`config.mk`:
```
export PLATFORM = sky130hd
export DESIGN_NAME = color_gradient_with_brightness_unit
export DESIGN_NICKNAME = d
export VERILOG_FILES = /design/src/rtl/cgb_pkg.sv /design/src/rtl/cgb_const_div.sv /design/src/rtl/cgb_seg_sel.sv /design/src/rtl/color_gradient_with_brightness_unit.sv
export SDC_FILE = /design/constraint.sdc
export NUM_CORES = 2
export LEC_CHECK = 0
export BUFFER_PORTS_ARGS = -buffer_cell sky130_fd_sc_hd__buf_2
export CAP_MARGIN = 25
export CORE_MARGIN = 2
export CORE_UTILIZATION = 30
export CTS_CLUSTER_DIAMETER = 80
export DETAILED_ROUTE_END_ITERATION = 10
export PLACE_DENSITY_LB_ADDON = 0.12
export SETUP_SLACK_MARGIN = 0.3
export SLEW_MARGIN = 20
export SYNTH_ARGS = -nofsm -noshare
export SYNTH_HDL_FRONTEND = slang
export SYNTH_SLANG_ARGS = --single-unit
export TNS_END_PERCENT = 5
```
`constraint.sdc`:
```
create_clock -name i_clk -period 7.13 [get_ports i_clk]
set_input_delay 0.3565 -clock i_clk [delete_from_list [all_inputs] [get_ports i_clk]]
set_output_delay 0.3565 -clock i_clk [all_outputs]
set_load 0.02 [all_outputs]
```
`src/rtl/cgb_pkg.sv`:
```
// ----------------------------------------------------------------------------
// cgb_pkg
// Shared types and constants of the color gradient with brightness unit.
// ----------------------------------------------------------------------------
package cgb_pkg;

    localparam int ANCHOR_COUNT = 7;
    localparam int SEG_COUNT    = ANCHOR_COUNT - 1;
    localparam int CHAN_COUNT   = 3;
    localparam int CHAN_W       = 8;
    localparam int POS_W        = 10;
    localparam int BRI_W        = 7;
    localparam int SEG_W        = 3;
    localparam int BRIGHT_FLOOR = 20;

    localparam int CH_RED   = 0;
    localparam int CH_GREEN = 1;
    localparam int CH_BLUE  = 2;

    typedef logic [CHAN_W-1:0] t_chan;
    typedef logic [SEG_W-1:0]  t_seg;
    typedef logic [POS_W-1:0]  t_pos;

    typedef struct packed {
        t_chan base;
        t_chan mag;
        logic  neg;
    } t_chan_delta;

    typedef t_chan_delta [CHAN_COUNT-1:0] t_delta_vec;

    typedef struct packed {
        t_seg seg;
        t_pos frac;
    } t_seg_pos;

    localparam t_chan ANCHOR_TAB [ANCHOR_COUNT][CHAN_COUNT] = '{
        '{8'hFF, 8'h00, 8'h00},
        '{8'h73, 8'h8C, 8'h00},
        '{8'h00, 8'hFE, 8'h01},
        '{8'h00, 8'h5C, 8'hA3},
        '{8'h13, 8'h00, 8'hEC},
        '{8'h6C, 8'h00, 8'h93},
        '{8'hFF, 8'h00, 8'h00}
    };

endpackage

```
`src/rtl/cgb_const_div.sv`:
```
// ----------------------------------------------------------------------------
// cgb_const_div
// Unsigned division by a constant through a rounded-up reciprocal multiply.
// ----------------------------------------------------------------------------
module cgb_const_div #(
    parameter int DIVISOR = 100,
    parameter int N_BITS  = 18,
    parameter int Q_BITS  = 8
) (
    input  logic [N_BITS-1:0] i_num,
    output logic [Q_BITS-1:0] o_quo
);

    // The quotient is exact below two to the N_BITS while it fits Q_BITS.
    localparam int L_BITS = $clog2(DIVISOR);
    localparam int SH     = N_BITS + L_BITS;
    localparam int M_BITS = N_BITS + 2;
    localparam longint unsigned RECIP =
        ((64'd1 << SH) + 64'(DIVISOR) - 64'd1) / 64'(DIVISOR);
    localparam int PROD_W = (N_BITS + M_BITS > SH + Q_BITS) ?
                            N_BITS + M_BITS : SH + Q_BITS;

    logic [PROD_W-1:0] prod;

    assign prod  = PROD_W'(i_num) * PROD_W'(M_BITS'(RECIP));
    assign o_quo = prod[SH +: Q_BITS];

endmodule

```
`src/rtl/cgb_seg_sel.sv`:
```
// ----------------------------------------------------------------------------
// cgb_seg_sel
// Saturates the hue position, finds its segment and offset, and looks up the
// anchor colors and the per-channel step toward the next anchor.
// ----------------------------------------------------------------------------
module cgb_seg_sel #(
    parameter int SEGMENT_LENGTH = 100
) (
    input  cgb_pkg::t_pos       i_position,
    output cgb_pkg::t_seg_pos   o_sel,
    output cgb_pkg::t_delta_vec o_delta
);

    import cgb_pkg::*;

    localparam int POS_LIMIT = SEGMENT_LENGTH * SEG_COUNT;
    localparam int POS_MAX   = (1 << POS_W) - 1;
    localparam int POS_SAT   = (POS_LIMIT < POS_MAX) ? POS_LIMIT : POS_MAX;

    t_pos  pos_sat;
    t_pos  base_pos;
    t_seg  seg;
    t_seg  seg_next;
    t_chan anc_a;
    t_chan anc_b;

    assign pos_sat = (i_position > POS_W'(POS_SAT)) ? POS_W'(POS_SAT) : i_position;

    always_comb begin
        seg      = '0;
        base_pos = '0;
        for (int k = 1; k < SEG_COUNT; k++) begin
            if (32'(pos_sat) >= 32'(k * SEGMENT_LENGTH)) begin
                seg      = SEG_W'(k);
                base_pos = POS_W'(k * SEGMENT_LENGTH);
            end
        end
    end

    assign seg_next   = seg + SEG_W'(1);
    assign o_sel.seg  = seg;
    assign o_sel.frac = pos_sat - base_pos;

    always_comb begin
        anc_a   = '0;
        anc_b   = '0;
        o_delta = '0;
        for (int c = 0; c < CHAN_COUNT; c++) begin
            anc_a           = ANCHOR_TAB[seg][c];
            anc_b           = ANCHOR_TAB[seg_next][c];
            o_delta[c].base = anc_a;
            o_delta[c].neg  = (anc_b < anc_a);
            o_delta[c].mag  = (anc_b < anc_a) ? (anc_a - anc_b) : (anc_b - anc_a);
        end
    end

endmodule

```
`src/rtl/color_gradient_with_brightness_unit.sv`:
```
// ----------------------------------------------------------------------------
// color_gradient_with_brightness_unit
// Maps a hue position onto a seven-anchor RGB gradient and scales the color
// by a brightness with a floor of twenty percent, or to zero levels when off.
// ----------------------------------------------------------------------------
// The unit takes one transaction per clock while o_ready is high, through a
// six-stage pipeline: the segment lookup with the brightness scaling, the
// step times the segment offset with the division of the brightness, the
// reciprocal multiply of the interpolation, the add and clamp of each
// channel, the color times the effective brightness and the final reciprocal
// multiply. There is no state between transactions. When the output is
// stalled, full stages hold their contents and empty stages still fill, so
// o_ready falls only once all six stages hold data.
module color_gradient_with_brightness_unit #(
    parameter int BRIGHTNESS_MAX = 100,
    parameter int SEGMENT_LENGTH = 100
) (
    input  logic                  i_clk,
    input  logic                  i_rst_n,
    input  logic                  i_valid,
    output logic                  o_ready,
    input  logic [9:0]            i_position,
    input  logic [6:0]            i_brightness,
    input  logic                  i_switch_on,
    output logic                  o_valid,
    input  logic                  i_ready,
    output logic [7:0]            o_red,
    output logic [7:0]            o_green,
    output logic [7:0]            o_blue,
    output logic [7:0]            o_red_level,
    output logic [7:0]            o_green_level,
    output logic [7:0]            o_blue_level,
    output logic [15:0]           o_packed_565
);

    import cgb_pkg::*;

    localparam int SCALE      = BRIGHTNESS_MAX - BRIGHT_FLOOR;
    localparam int SCALE_W    = $clog2(SCALE + 1);
    localparam int BNUM_W     = BRI_W + SCALE_W;
    localparam int EFF_W      = $clog2(BRIGHTNESS_MAX + 1);
    localparam int LERP_NUM_W = CHAN_W + POS_W;
    localparam int LVL_NUM_W  = CHAN_W + EFF_W;
    localparam int BRI_MAX    = (1 << BRI_W) - 1;
    localparam int BRI_SAT    = (BRIGHTNESS_MAX < BRI_MAX) ? BRIGHTNESS_MAX : BRI_MAX;

    logic en1, en2, en3, en4, en5, en6;

    logic r_v1, r_v2, r_v3, r_v4, r_v5, r_o_valid;

    t_seg_pos   sel;
    t_delta_vec n_delta;
    logic [BRI_W-1:0] bri_sat;

    t_pos        r1_frac;
    t_delta_vec  r1_delta;
    logic [BNUM_W-1:0] r1_bnum;
    logic        r1_on;

    logic [LERP_NUM_W-1:0] r2_prod [CHAN_COUNT];
    t_chan       r2_base [CHAN_COUNT];
    logic        r2_neg [CHAN_COUNT];
    logic [EFF_W-1:0] r2_eff;
    logic        r2_on;
    logic [BRI_W-1:0] eff_quo;

    t_chan       n_quo [CHAN_COUNT];
    t_chan       r3_quo [CHAN_COUNT];
    t_chan       r3_base [CHAN_COUNT];
    logic        r3_neg [CHAN_COUNT];
    logic [EFF_W-1:0] r3_eff;
    logic        r3_on;

    logic signed [CHAN_W+1:0] n_sum [CHAN_COUNT];
    t_chan       n_ch [CHAN_COUNT];
    t_chan       r4_ch [CHAN_COUNT];
    logic [EFF_W-1:0] r4_eff;
    logic        r4_on;

    logic [LVL_NUM_W-1:0] r5_prod [CHAN_COUNT];
    t_chan       r5_ch [CHAN_COUNT];
    logic        r5_on;

    t_chan       n_lvl [CHAN_COUNT];
    t_chan       r6_ch [CHAN_COUNT];
    t_chan       r6_lvl [CHAN_COUNT];

    assign en6     = !r_o_valid || i_ready;
    assign en5     = !r_v5 || en6;
    assign en4     = !r_v4 || en5;
    assign en3     = !r_v3 || en4;
    assign en2     = !r_v2 || en3;
    assign en1     = !r_v1 || en2;
    assign o_ready = en1;
    assign o_valid = r_o_valid;

    always_ff @(posedge i_clk) begin
        if (!i_rst_n) begin
            r_v1      <= 1'b0;
            r_v2      <= 1'b0;
            r_v3      <= 1'b0;
            r_v4      <= 1'b0;
            r_v5      <= 1'b0;
            r_o_valid <= 1'b0;
        end else begin
            if (en1) r_v1 <= i_valid;
            if (en2) r_v2 <= r_v1;
            if (en3) r_v3 <= r_v2;
            if (en4) r_v4 <= r_v3;
            if (en5) r_v5 <= r_v4;
            if (en6) r_o_valid <= r_v5;
        end
    end

    cgb_seg_sel #(
        .SEGMENT_LENGTH(SEGMENT_LENGTH)
    ) u_seg_sel (
        .i_position(i_position),
        .o_sel     (sel),
        .o_delta   (n_delta)
    );

    assign bri_sat = (i_brightness > BRI_W'(BRI_SAT)) ? BRI_W'(BRI_SAT) : i_brightness;

    always_ff @(posedge i_clk) begin
        if (en1) begin
            r1_frac  <= sel.frac;
            r1_delta <= n_delta;
            r1_bnum  <= BNUM_W'(bri_sat) * BNUM_W'(SCALE);
            r1_on    <= i_switch_on;
        end
    end

    cgb_const_div #(
        .DIVISOR(BRIGHTNESS_MAX),
        .N_BITS (BNUM_W),
        .Q_BITS (BRI_W)
    ) u_eff_div (
        .i_num(r1_bnum),
        .o_quo(eff_quo)
    );

    always_ff @(posedge i_clk) begin
        if (en2) begin
            for (int c = 0; c < CHAN_COUNT; c++) begin
                r2_prod[c] <= LERP_NUM_W'(r1_delta[c].mag) * LERP_NUM_W'(r1_frac);
                r2_base[c] <= r1_delta[c].base;
                r2_neg[c]  <= r1_delta[c].neg;
            end
            r2_eff <= EFF_W'(eff_quo) + EFF_W'(BRIGHT_FLOOR);
            r2_on  <= r1_on;
        end
    end

    for (genvar g = 0; g < CHAN_COUNT; g++) begin : g_lerp_div
        cgb_const_div #(
            .DIVISOR(SEGMENT_LENGTH),
            .N_BITS (LERP_NUM_W),
            .Q_BITS (CHAN_W)
        ) u_lerp_div (
            .i_num(r2_prod[g]),
            .o_quo(n_quo[g])
        );
    end

    always_ff @(posedge i_clk) begin
        if (en3) begin
            for (int c = 0; c < CHAN_COUNT; c++) begin
                r3_quo[c]  <= n_quo[c];
                r3_base[c] <= r2_base[c];
                r3_neg[c]  <= r2_neg[c];
            end
            r3_eff <= r2_eff;
            r3_on  <= r2_on;
        end
    end

    always_comb begin
        for (int c = 0; c < CHAN_COUNT; c++) begin
            n_sum[c] = r3_neg[c] ?
                       $signed({2'b00, r3_base[c]}) - $signed({2'b00, r3_quo[c]}) :
                       $signed({2'b00, r3_base[c]}) + $signed({2'b00, r3_quo[c]});
            if (n_sum[c] < 0) begin
                n_ch[c] = '0;
            end else if (n_sum[c] > $signed((CHAN_W+2)'(255))) begin
                n_ch[c] = '1;
            end else begin
                n_ch[c] = n_sum[c][CHAN_W-1:0];
            end
        end
    end

    always_ff @(posedge i_clk) begin
        if (en4) begin
            for (int c = 0; c < CHAN_COUNT; c++) begin
                r4_ch[c] <= n_ch[c];
            end
            r4_eff <= r3_eff;
            r4_on  <= r3_on;
        end
    end

    always_ff @(posedge i_clk) begin
        if (en5) begin
            for (int c = 0; c < CHAN_COUNT; c++) begin
                r5_prod[c] <= LVL_NUM_W'(r4_ch[c]) * LVL_NUM_W'(r4_eff);
                r5_ch[c]   <= r4_ch[c];
            end
            r5_on <= r4_on;
        end
    end

    for (genvar g = 0; g < CHAN_COUNT; g++) begin : g_level_div
        cgb_const_div #(
            .DIVISOR(BRIGHTNESS_MAX),
            .N_BITS (LVL_NUM_W),
            .Q_BITS (CHAN_W)
        ) u_level_div (
            .i_num(r5_prod[g]),
            .o_quo(n_lvl[g])
        );
    end

    always_ff @(posedge i_clk) begin
        if (en6) begin
            for (int c = 0; c < CHAN_COUNT; c++) begin
                r6_ch[c]  <= r5_ch[c];
                r6_lvl[c] <= r5_on ? n_lvl[c] : '0;
            end
        end
    end

    assign o_red         = r6_ch[CH_RED];
    assign o_green       = r6_ch[CH_GREEN];
    assign o_blue        = r6_ch[CH_BLUE];
    assign o_red_level   = r6_lvl[CH_RED];
    assign o_green_level = r6_lvl[CH_GREEN];
    assign o_blue_level  = r6_lvl[CH_BLUE];
    assign o_packed_565  = {r6_ch[CH_RED][7:3], r6_ch[CH_GREEN][7:2], r6_ch[CH_BLUE][7:3]};

    a_level_not_above_color: assert property (@(posedge i_clk) disable iff (!i_rst_n)
        o_valid |-> (o_red_level <= o_red) && (o_green_level <= o_green) &&
                    (o_blue_level <= o_blue))
        else $error("Drive level exceeds the raw color.");

    a_stall_only_when_full: assert property (@(posedge i_clk) disable iff (!i_rst_n)
        !o_ready |-> r_v1 && r_v2 && r_v3 && r_v4 && r_v5 && r_o_valid && !i_ready)
        else $error("Input stalled while the pipeline has an empty stage.");

    a_reset_clears_output: assert property (@(posedge i_clk)
        !i_rst_n |=> !o_valid)
        else $error("Output valid after reset.");

endmodule

```
## Word-level counts from Yosys, hierarchy flattened

Memory sizes are Yosys's and may differ from the RTL's.
Index checks and enable logic that the tools add are counted.

| cells by class | value |
|---|---|
| muxes and demuxes | 41 |
| order comparisons | 18 |
| bitwise operators | 2 |
| multipliers | 14 |
| reductions and logical operators | 12 |
| $add $sub $neg | 15 |

Operators with widths:

| kind | count |
|---|---|
| $mux 8 | 13 |
| $mul 18x19->33 const B | 3 |
| $mux 24 | 4 |
| $mul 15x13->27 const B | 3 |
| $mul 8x10->18 | 3 |
| $sub 8x8->8 | 6 |
| $mul 8x7->15 | 3 |
| $mux 10 | 4 |
| $ge 10x9->1 const B | 3 |
| $gt 10x9->1 const B | 3 |
| $lt 10x1->1 const B | 3 |
| $add 8x8->9 | 3 |
| $mux 9 | 3 |
| $sub 8x8->9 | 3 |
| $lt 8x8->1 | 3 |
| $mul 10x13->22 const B | 1 |
| $mux 7 | 2 |
| $mux 1 | 11 |
| $ge 10x7->1 const B | 1 |
| $ge 10x8->1 const B | 1 |
| $gt 10x10->1 const B | 1 |
| $mul 7x3->10 const B | 1 |
| $sub 10x9->10 | 1 |
| $ge 4x4->1 const B | 2 |
| 8 further kinds | 21 |

| word-level totals | value |
|---|---|
| memories | 13 |
| output and inout port bits | 66 |
| bits of input ports | 22 |
| memory bits (writable) | 273 |
| ROM bits | 384 |
| bits in registers | 103 |

Memories:

| name | words | bits a word | read ports | clocked after Yosys merged registers in | wr ports | line | text |
|---|---|---|---|---|---|---|---|
| (no name shown) | 8 | 24 | 1 | 0 | 0 | cgb_seg_sel.sv:49 | `anc_a = ANCHOR_TAB[seg][c];` |
| (no name shown) | 8 | 24 | 1 | 0 | 0 | cgb_seg_sel.sv:50 | `anc_b = ANCHOR_TAB[seg_next][c];` |
| r2_prod | 3 | 18 | 3 | 0 | 3 | color_gradient_with_brightness_unit.sv:60 | `logic [LERP_NUM_W-1:0] r2_prod [CHAN_COUNT];` |
| r5_prod | 3 | 15 | 3 | 0 | 3 | color_gradient_with_brightness_unit.sv:80 | `logic [LVL_NUM_W-1:0] r5_prod [CHAN_COUNT];` |
| r2_base | 3 | 8 | 3 | 0 | 3 | color_gradient_with_brightness_unit.sv:61 | `t_chan r2_base [CHAN_COUNT];` |
| r3_base | 3 | 8 | 3 | 0 | 3 | color_gradient_with_brightness_unit.sv:69 | `t_chan r3_base [CHAN_COUNT];` |
| +7 memories | - | - | - | - | - | - |  |

## Longest topological paths before layout

| logic depth | value |
|---|---|
| depth in word-level cells | 15 |
| depth in mapped cells | 25 |
| depth with buffers taken out | 24 |

## Modules after synthesis

From an unflattened synthesis, not the netlist that was laid out.

| second synthesis, totals | value |
|---|---|
| cell total of the unflattened synthesis | 5,577 |
| area total of the unflattened synthesis | 58,899.0 µm² |

By module, submodules not included:

| module | area each (µm²) | seq. area each (µm²) | cells an instance | times used |
|---|---|---|---|---|
| color_gradient_with_brightness_unit | 27,197.3 | 11,230.8 | 2,297 | 1 |
| cgb_const_div (g_lerp_div[0].u_lerp_div ...) | 5,424.0 | 0.0 | 565 | 3 |
| cgb_const_div (g_level_div[0].u_level_div ...) | 3,418.3 | 0.0 | 332 | 3 |
| cgb_const_div (u_eff_div) | 3,285.7 | 0.0 | 331 | 1 |
| cgb_seg_sel | 1,889.3 | 0.0 | 258 | 1 |

## Worst setup path after synthesis

No wires, ideal clock.

| path | value |
|---|---|
| kind | register to register |
| start | register r1_bnum[8] |
| end | register r2_eff[6], data pin |
| clock period less this slack | 6.125 ns |
| required time | 6.866 ns |
| stages on the path, launching flop included | 22 |
| setup slack | 1.005 ns |
| arrival | 5.861 ns |
| cell sequence | edfxtp_1 > inv_1 > fa_1 > fa_1 > fa_1 > inv_1 > fa_1 > fa_1 > ha_1 > a2111oi_0 > o211ai_1 > and2_1 > o41ai_1 > or2_2 > ha_1 > buf_1 > nor2b_1 > a31oi_1 > nand3_1 > a311oi_1 > and2_1 > o211ai_1 |

| on the way | value |
|---|---|
| cells in the longest elaborated chain, start to end | 2 |

Ends and longest elaborated chain:

| element | line | text |
|---|---|---|
| start, declared | color_gradient_with_brightness_unit.sv:57 | `logic [BNUM_W-1:0] r1_bnum;` |
| start signal, assigned | color_gradient_with_brightness_unit.sv:129 | `r1_bnum <= BNUM_W'(bri_sat) * BNUM_W'(SCALE);` |
| $mul 10x13->22 | cgb_const_div.sv:25 | `assign prod = PROD_W'(i_num) * PROD_W'(M_BITS'(RECIP));` |
| $add 7x5->7 | color_gradient_with_brightness_unit.sv:150 | `r2_eff <= EFF_W'(eff_quo) + EFF_W'(BRIGHT_FLOOR);` |
| end signal, assigned | color_gradient_with_brightness_unit.sv:150 |  |
| end, declared | color_gradient_with_brightness_unit.sv:63 | `logic [EFF_W-1:0] r2_eff;` |

No other way between the ends.
A chain may end at the register's enable or synchronous reset.

==> results.toml <==
[finish]
fillers = 18416
layout_commonest_cell = "inv_1"
multiInputGateArea_um2 = 38460
area_growth_pct = 9.327
final_cells = 7659
seq_area_um2 = 10150
final_nets = 7156
layout_common_cells = "inv_1 (1,396), ha_1 (1,058), fa_1 (813)"
layout-drive-gt1-share = 0.04450

[routing]
wl_um = 123100
post-route-drc-count = 0
drt_iter0_markers = 1070
wl_met1_um = 60360
ant_nets = 0
routedWlPerCell_um = 16.07
dr.pass1.iters = 5
route.met3.wl_um = 2887
highest_layer = "met4"
vias = 33095
met2RoutedLength_um = 57900
vias_per_cell = 4.321

[synth]
synthFlopType = "edfxtp_1"
synth_area_per_cell_um2 = 10.48
synth-seq-cells = 340
postSynthCellCount = 5173
ys_types = 69
seq_area_frac_synth = 0.1873
yosys_warnings = 0
synth_async_sr_flop_share = 0
syn_area_um2 = 54190
synth_edf_count = 334
syn-num-nets = 7066

[worst_hold_path]
hold_path_class = "in2reg"
holdPathStages = 2
whs_endpoint = "r1_frac[1]"
worstHoldStart = "i_position[1]"

[place]
place_congestion = 0.8307
port_buffers = 87
hpwl_um = 106000
place_inst = 7561

[sta]
slew_headroom = 0.4104
finalSetupViolCount = 0
whs_ns = 0.07594
slew_viol_final = 0
final.setup.tns_ns = 0
fin_crit_sh = 0.9009
rsz0062_at_grt = "true"
finalCriticalPeriod_ns = 6.424
worstMarginPinSlew_ns = 0.8621
hold_viol = 0
skew_ns = 0.02187
max_freq_ghz = 0.1557

[setup_path]
crit_arrival_ns = 6.80
worst-path-max-fanout = 7
crit_top_cell = "fa_1"
timing.rr.end = "r3_quo[0][15]"
cp_top_family = "adder cells"
start_kind = "flop"
r2r_setup_slack_ns = 0.71
crit_type = "reg2reg"
crit_slowest_cell = "fa_1"
path_buf_inv = 4
worst_ep_required_time_ns = 7.51
crit_start = "r2_prod[0][27]"
crit_chain = "fa_1 > inv_1 > fa_1 > inv_1 > fa_1 > fa_1 > fa_1 > inv_1 > fa_1 > inv_1 > ha_1 > or4_1 > a21oi_1 > o21ai_0 > o2111ai_1 > a21boi_0 > a221oi_2 > a221oi_1 > a311oi_1 > xnor2_1"
r2r_cells = 20
slowest_delay_ns = 0.68
worstSetupEndpointType = "flop"
timing.rr.start = "r2_prod[0][27]"

[clock_network]
clk_latency_ns = 0.64
cts.clk_slew.worst_paths_ns = 0.06
cts_max_level = 2
cts_buffers = 50
clockRootBuffer = "clkbuf_16"
cts_tree = "built"
clkSinkCount = 340
clockBufferDepth = 3

[floorplan]
rows = 155
coreArea_um2 = 179000
die_height_um = 429.0
fp.dieArea_um2 = 184100
initial_core_util = 0.3028
die_w_um = 429.0
io_pins = 88

[global_route]
grt_pass1_wl_um = 201500
globalRoute.totalOverflow = 0
grt_max_degree = 71
track_usage = 0.1370
grt_pass1_vias = 36602
grt_antenna_before_repair = 7

[outcome]
status = "complete, no violations"

[job]
cap_viol_max_count = 0
[layout make-up]
type / count / area share
Multi-Input combinational cell: 3347 / 0.6491
Sequential cell: 340 / 0.1713
Inverter: 1399 / 0.08865
Tap cell: 2355 / 0.04973
Clock buffer: 52 / 0.02124
Timing Repair Buffer: 125 / 0.01267
Clock inverter: 40 / 0.007264
Antenna cell: 1 / 0.00004224
[worst max path at each step]
stage	endpoint	slack (ns)	cells after the start
finish	r3_quo[0][15]	0.71	20
global route	r3_quo[0][7]	0.30	18
CTS	r2_eff[6]	0.44	20
detailed placement	r2_eff[6]	0.44	20
global placement	r2_eff[6]	0.50	20
floorplan	r2_eff[6]	1.00	21
[sequential cells by signal, indices dropped and copies added (netlist names), 10 cells and up]
name      cells
r5_ch        24
r6_lvl       24
r4_ch        24
r1_delta     37
r2_prod      52
r3_base      14
r3_quo       24
r2_base      14
r6_ch        24
r1_frac      10
r5_prod      45
r1_bnum      10
[layer usage]
layer / up-vias / global-route usage
li1: 16493 / -
met1: 16249 / 0.1904
met2: 256 / 0.2322
met3: 97 / 0.01417
met4: 0 / 0.02369
met5: - / 0
[worst register-to-register path, cell delays in order, from the launching register on]
cell and delay, ns:
edfxtp_1 0.55, fa_1 0.68, inv_1 0.08, fa_1 0.50
inv_1 0.05, fa_1 0.55, fa_1 0.43, fa_1 0.50
inv_1 0.05, fa_1 0.48, inv_1 0.05, ha_1 0.18
or4_1 0.50, a21oi_1 0.11, o21ai_0 0.09, o2111ai_1 0.11
a21boi_0 0.23, a221oi_2 0.42, a221oi_1 0.20, a311oi_1 0.34
xnor2_1 0.11
[Yosys cell counts (5+ instances only)]
cell       instances  area share
o21ai_0           65      0.0060
a31oi_1           14      0.0016
o41ai_1            6     0.00097
or3_1             19      0.0022
ha_1            1058        0.24
a21o_1            50      0.0069
nand2_1          274       0.019
o211ai_1           9      0.0012
dfxtp_1            6      0.0022
nand2b_1          27      0.0031
a211oi_1          15      0.0021
a21boi_0          14      0.0019
nor2b_1           39      0.0045
nor3_1            26      0.0024
nand3_1           50      0.0046
o31ai_1            5     0.00069
o311a_1           18      0.0033
a211o_1            5     0.00081
clkbuf_1          67      0.0046
a21oi_1          122       0.011
mux2i_1            5     0.00092
o2111ai_1         10      0.0016
o21bai_1          24      0.0033
nor2_1           134      0.0093
inv_1           1398       0.097
edfxtp_1         334        0.19
and3_1            17      0.0020
a221oi_1           5     0.00081
or2_2             14      0.0016
o21a_1            25      0.0035
fa_1             813        0.30
nand4_1           13      0.0015
xnor2_1          146       0.024
a2111oi_0          8      0.0013
xor2_1            51      0.0082
and2_1           200       0.023
buf_4             16      0.0022
[metrics by stage]
stage	instance area (µm²)	util	setup WS, ns
6_report	59250	0.3310	0.7064
2_1_floorplan	54190	-	1.005
3_3_place_gp	57470	0.3210	0.5022
4_1_cts	59190	0.3307	0.4351
5_1_grt	59250	0.3310	0.2970
3_5_place_dp	57470	0.3210	0.4439
[cell families after synthesis]
group,count (synthesis),share of synthesized area
adder cells (fa/ha/maj),1871,0.5446
AND/OR/NAND/NOR,833,0.07616
XOR/XNOR,197,0.03184
flip-flops,340,0.1873
multiplexers,7,0.001408
AO/OA/AOI/OAI,439,0.05467
buffers and inverters,1486,0.1041
[repair_timing]
action / 4_1_cts / 5_1_grt
endpoints found under the setup margin: 0 / 2
hold buffers: 4 / 0
gates resized for setup: 0 / 6
setup buffers: 0 / 0
endpoints found under the hold margin: 7 / 0
Power is not shown: default switching activity piles up to over one toggle a cycle in this logic, so the estimate is an artifact.
